### src/design/parch2_pkg.sv
`default_nettype none
// ----------------------------------------------------------------------------
// parch2_pkg
// Shared constants, types and helpers of the two-objective Pareto archive.
// ----------------------------------------------------------------------------
package parch2_pkg;

    localparam int unsigned CapacityDefault = 64;
    localparam int unsigned TagWidthDefault = 16;

    localparam int unsigned ObjW  = 32;
    localparam int unsigned TagW  = 16;
    localparam int unsigned CntW  = 7;

    localparam logic [1:0] REQ_INSERT = 2'd0;
    localparam logic [1:0] REQ_QUERY  = 2'd1;
    localparam logic [1:0] REQ_READ   = 2'd2;
    localparam logic [1:0] REQ_UNUSED = 2'd3;

    localparam logic [2:0] ST_ADDED    = 3'd0;
    localparam logic [2:0] ST_DOM_REJ  = 3'd1;
    localparam logic [2:0] ST_FULL_REJ = 3'd2;
    localparam logic [2:0] ST_NOT_DOM  = 3'd3;
    localparam logic [2:0] ST_DOM      = 3'd4;
    localparam logic [2:0] ST_ENTRY    = 3'd5;
    localparam logic [2:0] ST_EMPTY    = 3'd6;

    typedef struct packed {
        logic shift;
        logic keep;
        logic append;
    } t_cell_ctl;

    // a dominates b: no worse in both, strictly better in one
    function automatic logic dominates(input logic [ObjW-1:0] a1, input logic [ObjW-1:0] a2,
                                       input logic [ObjW-1:0] b1, input logic [ObjW-1:0] b2);
        return (a1 <= b1) && (a2 <= b2) && ((a1 < b1) || (a2 < b2));
    endfunction

endpackage
`default_nettype wire

### src/design/parch2_cell.sv
`default_nettype none
// ----------------------------------------------------------------------------
// parch2_cell
// One archive slot. During a scan beat the slot takes its neighbor's entry,
// or the head entry, if kept, when it is the tail of the ring; on append it
// loads the new point when its index equals the entry count.
// ----------------------------------------------------------------------------
module parch2_cell
    import parch2_pkg::*;
#(
    parameter int unsigned CAPACITY = CapacityDefault,
    parameter int unsigned TW       = TagWidthDefault,
    parameter int unsigned IDX      = 0
) (
    input  wire logic                               i_clk,
    input  wire t_cell_ctl                          i_ctl,
    input  wire logic [$clog2(CAPACITY+1)-1:0]      i_count,
    input  wire logic [ObjW-1:0]                    i_next_cost,
    input  wire logic [ObjW-1:0]                    i_next_dep,
    input  wire logic [TW-1:0]                      i_next_tag,
    input  wire logic [ObjW-1:0]                    i_head_cost,
    input  wire logic [ObjW-1:0]                    i_head_dep,
    input  wire logic [TW-1:0]                      i_head_tag,
    input  wire logic [ObjW-1:0]                    i_new_cost,
    input  wire logic [ObjW-1:0]                    i_new_dep,
    input  wire logic [TW-1:0]                      i_new_tag,
    output logic [ObjW-1:0]                         o_cost,
    output logic [ObjW-1:0]                         o_dep,
    output logic [TW-1:0]                           o_tag
);

    localparam int unsigned CW = $clog2(CAPACITY + 1);
    localparam logic [CW-1:0] SelfIdx = CW'(IDX);
    localparam logic [CW-1:0] NextIdx = CW'(IDX + 1);

    logic [ObjW-1:0] r_cost, n_cost;
    logic [ObjW-1:0] r_dep,  n_dep;
    logic [TW-1:0]   r_tag,  n_tag;

    always_comb begin
        n_cost = r_cost;
        n_dep  = r_dep;
        n_tag  = r_tag;
        priority if (i_ctl.shift && (NextIdx == i_count) && i_ctl.keep) begin
            n_cost = i_head_cost;
            n_dep  = i_head_dep;
            n_tag  = i_head_tag;
        end else if (i_ctl.shift && (NextIdx < i_count)) begin
            n_cost = i_next_cost;
            n_dep  = i_next_dep;
            n_tag  = i_next_tag;
        end else if (i_ctl.append && (SelfIdx == i_count)) begin
            n_cost = i_new_cost;
            n_dep  = i_new_dep;
            n_tag  = i_new_tag;
        end
    end

    always_ff @(posedge i_clk) begin
        r_cost <= n_cost;
        r_dep  <= n_dep;
        r_tag  <= n_tag;
    end

    assign o_cost = r_cost;
    assign o_dep  = r_dep;
    assign o_tag  = r_tag;

endmodule
`default_nettype wire

### config.mk
export PLATFORM = sky130hd
export DESIGN_NAME = parch2_cell
export DESIGN_NICKNAME = d
export VERILOG_FILES = /design/src/design/parch2_pkg.sv /design/src/design/parch2_cell.sv
export SDC_FILE = /design/constraint.sdc
export NUM_CORES = 1
export LEC_CHECK = 0
export ABC_AREA = 1
export BUFFER_PORTS_ARGS = -buffer_cell sky130_fd_sc_hd__clkbuf_2
export CAP_MARGIN = 40
export CORE_AREA = 2 2 129 131
export CTS_CLUSTER_SIZE = 20
export DETAILED_ROUTE_END_ITERATION = 7
export DIE_AREA = 0 0 131 133
export PLACE_DENSITY_LB_ADDON = 0.15
export SYNTH_ARGS = -nofsm -noshare
export SYNTH_HDL_FRONTEND = slang
export SYNTH_SLANG_ARGS = --single-unit
### constraint.sdc
create_clock -name i_clk -period 4.15 [get_ports i_clk]
set_input_delay 0.83 -clock i_clk [delete_from_list [all_inputs] [get_ports i_clk]]
set_output_delay 0.83 -clock i_clk [all_outputs]
set_load 0.1 [all_outputs]
-- After elaboration in Yosys (flattened, before gate mapping)
Cells that the tools add are included.
- flip-flop bits (word level): 80
- bits in latches: 0
- RAM bits: 0
- memory bits (read-only): 0
- input port bits: 251
- output and inout bits: 80
- word-level logic and storage cells: 20
- memories kept: 0
- add/subtract/negate cells: 0
- $mul: 0
- divide/modulo/power cells: 0
- order comparisons: 1
- eq/ne operators: 1
- shift operators: 0
- multiplexer cells: 9
- bitwise operators: 0
- reductions and logical operators: 6
- operators with widths (cell ; number):
    $mux 32 ; 6
    $mux 16 ; 3
    $eq 1x7->1 const A ; 1
    $logic_not 7->1 ; 1
    $lt 1x7->1 const A ; 1
    $logic_and 1x1->1 ; 4
    $reduce_bool 3->1 ; 1

-- Longest topological paths before layout
- depth after elaboration: 5
- depth in mapped cells: 8
- depth with buffers taken out: 6

-- Worst setup path after synthesis
OpenSTA, ideal clock, no wires.
- kind: input -> register
- start: input port i_count[1]
- end: register r_cost[0], in the netlist o_cost[0], enable pin
- arrival: 3.256 ns
- required time: 3.152 ns
- slack: -0.104 ns
- stages on the path: 6
- path buffers: 2
- path through: nor2_1 -> nand3_1 -> buf_4 -> nand2_2 -> buf_2 -> nand3_1
- cells in the longest elaborated chain, start to end: 4
- RTL lines (element ; line ; RTL):
    start: declaration ; parch2_cell.sv:17 ; input wire logic [$clog2(CAPACITY+1)-1:0] i_count,
    branches (longest 3 deep; another with $lt 1x7->1) ; - ;
    $reduce_bool 3->1 (no source line) (*) ; - ;
    end signal: assignment ; parch2_cell.sv:60 ; r_cost <= n_cost;
    end: declaration ; parch2_cell.sv:36 ; logic [ObjW-1:0] r_cost, n_cost;
Every way passes the cells marked *.
A chain may end at the register's enable or synchronous reset.

-- Final worst setup path
- start: input port i_count[1]
- end: register r_dep[1], in the netlist o_dep[1], enable pin
- cells in the longest elaborated chain, start to end: 4
- RTL lines (element ; line ; RTL):
    branches (longest 3 deep; another with $lt 1x7->1) ; - ;
    $reduce_bool 3->1 (no source line) (*) ; - ;
    end signal: assignment ; parch2_cell.sv:61 ; r_dep <= n_dep;
    end: declaration ; parch2_cell.sv:37 ; logic [ObjW-1:0] r_dep, n_dep;
Marked as above.

==> impl_metrics.tcl <==
set metrics [dict create \
    totalWireLength_um 17760 \
    max-cap-violations 0 \
    die-area_um2 17420 \
    synth_area_um2 5125 \
    ir_drop_mv 0.2192 \
    path_max_fanout 58 \
    grt_use_met3_pct 4.893 \
    htree_num_levels 3 \
    busiest_layer "met2" \
    postCtsHoldBufs 0 \
    power_mw 2.819 \
    clock_sinks 80 \
    ys_types 12 \
    setup.worst_path.start_class "input port" \
    final_nets 1255 \
    grt_overflow 0 \
    worstPathArrival_ps 2400 \
    slew_headroom_pct 53.89 \
    met2_usage_pct 34.83 \
    worst_setup_path_end_kind "register" \
    post-cts-setup-buffer-count 0 \
    cts-root-buf "clkbuf_16" \
    drt_iter0_markers 343 \
    hold_path.class "input port to register" \
    route.antenna.remaining_nets 0 \
    worstMarginPinSlew_ps 691.7 \
    start_util_pct 31.69 \
    place_congestion 0.8162 \
    required_ps 4150 \
    antenna_found_initial 2 \
    outcome "finished, final reports clean" \
    grt_usage_pct 20.14 \
    grt_max_degree 62 \
    grt_pass1_vias 5123 \
    firstDrtPassIters 4 \
    die_w_um 131 \
    drv_slew 0 \
    period_needed_ps 2403 \
    power_leakage_nw 4.244 \
    grt_setup_unrepaired "false" \
    tritoncts "built" \
    layout-drive-gt1-share_pct 35.71 \
    syn_avg_cell_area_um2 7.300 \
    areaGrowthSynthToFinish_pct 42.26 \
    syn_nets 953 \
    num_vias 5532 \
    crit_start "i_count[1]" \
    powerDensity_nw_per_um2 386.6 \
    finalSetupViolCount 0 \
    yosysSeqAreaShare_pct 46.88 \
    hold_viol 0 \
    crit_end "o_dep[1]" \
    drc 0 \
    cts-resized-gates 0 \
    io_pins 331 \
    synth_cells 702 \
    grt_pass1_wl_um 26900 \
    vias_per_cell 4.498 \
    fill_cells 1739 \
    io_buffers 330 \
    wl_per_cell_um 14.44 \
    row_count 47 \
    cts_inserted_buffers 9 \
    clock_path_buffers 2 \
    fp.dieH_um 133 \
    use_met1_pct 23.38 \
    ys_seq_elements 80 \
    yosys_warnings 0 \
    finalCritPeriodShare_pct 57.90 \
    clk_pin_slew_ps 60 \
    crit_type "input port to register" \
    tns_ps 0 \
    dp_hpwl_um 12890 \
    core_area_um2 16170 \
    fmax_mhz 416.1 \
]
==> stage by stage <==
| step | setup WS (ps) | instance area, um2 | utilization [%] | cells | hold WS, ps |
|---|---|---|---|---|---|
| finish | 1747 | 7291 | 45.08 | 1230 | 788.3 |
| detailed placement | 1390 | 6983 | 43.18 | 1213 | 1133 |
| CTS | 1745 | 7286 | 45.05 | 1228 | 768.6 |
| global route | 1590 | 7291 | 45.08 | 1230 | 785.5 |
| floorplan | 920.0 | 5130 | - | 702 | 1044 |
| global placement | 1383 | 6895 | 42.64 | 1209 | 1130 |
==> flip-flops by register name, indices dropped and copies added (netlist names) <==
register  count
o_cost       32
o_dep        32
o_tag        16
==> kinds of logic after synthesis <==
family                 synth area share, %
buffers and inverters                16.92
DFF                                  46.87
and+or+nand+nor                      36.21
==> cell usage after synthesis <==
library cell | n | area share, %
buf_1 | 3 | 0.22
nor2_1 | 3 | 0.22
inv_1 | 161 | 12
nor2_4 | 1 | 0.22
nand2_2 | 2 | 0.24
nand3_1 | 243 | 24
edfxtp_1 | 80 | 47
nand2_1 | 161 | 12
inv_4 | 1 | 0.12
buf_2 | 25 | 2.4
buf_4 | 10 | 1.5
clkbuf_1 | 12 | 0.88
==> where the power goes <==
part,leakage (nW),internal (mW),switching [mW]
registers,0.786,0.987,0.0222
clock network,0.149,0.522,0.303
logic,3.31,0.201,0.784
==> final cells by class <==
cell class | count | area [um2] | share of cell area [%]
flip-flops and latches | 80 | 2402 | 32.95
multi-input cells | 410 | 1891 | 25.93
repair buffers | 341 | 1804 | 24.75
inverters | 162 | 610.6 | 8.375
well taps | 220 | 275.3 | 3.776
clock buffers | 11 | 232.7 | 3.192
clock inverters | 4 | 70.07 | 0.9610
diodes | 2 | 5.005 | 0.06865
==> layout by cell type, fill, tap and decap left out, types with 3 or more instances in the layout <==
| master | n |
|---|---|
| clkbuf_16 | 9 |
| nor2_1 | 3 |
| nand2_1 | 161 |
| clkbuf_2 | 329 |
| buf_12 | 4 |
| inv_1 | 161 |
| nand3_1 | 241 |
| buf_4 | 6 |
| edfxtp_1 | 80 |
==> worst min path at each step <==
stage,start,end,slack (ps),cells past startpoint
final,i_head_dep[4],o_dep[4],790,3
after global routing,i_head_cost[8],o_cost[8],790,3
after CTS,i_head_dep[4],o_dep[4],770,3
after detailed placement,i_head_dep[4],o_dep[4],1130,3
after global placement,i_head_cost[10],o_cost[10],1130,3
after floorplan,i_head_cost[0],o_cost[0],1040,2
==> layer usage <==
| layer | wire length [um] | vias to the layer above |
|---|---|---|
| li1 | - | 2830 |
| met1 | 6834 | 2435 |
| met2 | 8981 | 234 |
| met3 | 1418 | 33 |
| met4 | 527 | 0 |
| met5 | 0 | - |
==> critical path: stages <==
cell and delay [ps]:
clkbuf_2 90, nor2_1 180, nand3_4 140, inv_4 260
nand3_1 180, nand3_4 310, buf_12 330
(Power assumes the default switching activity.)
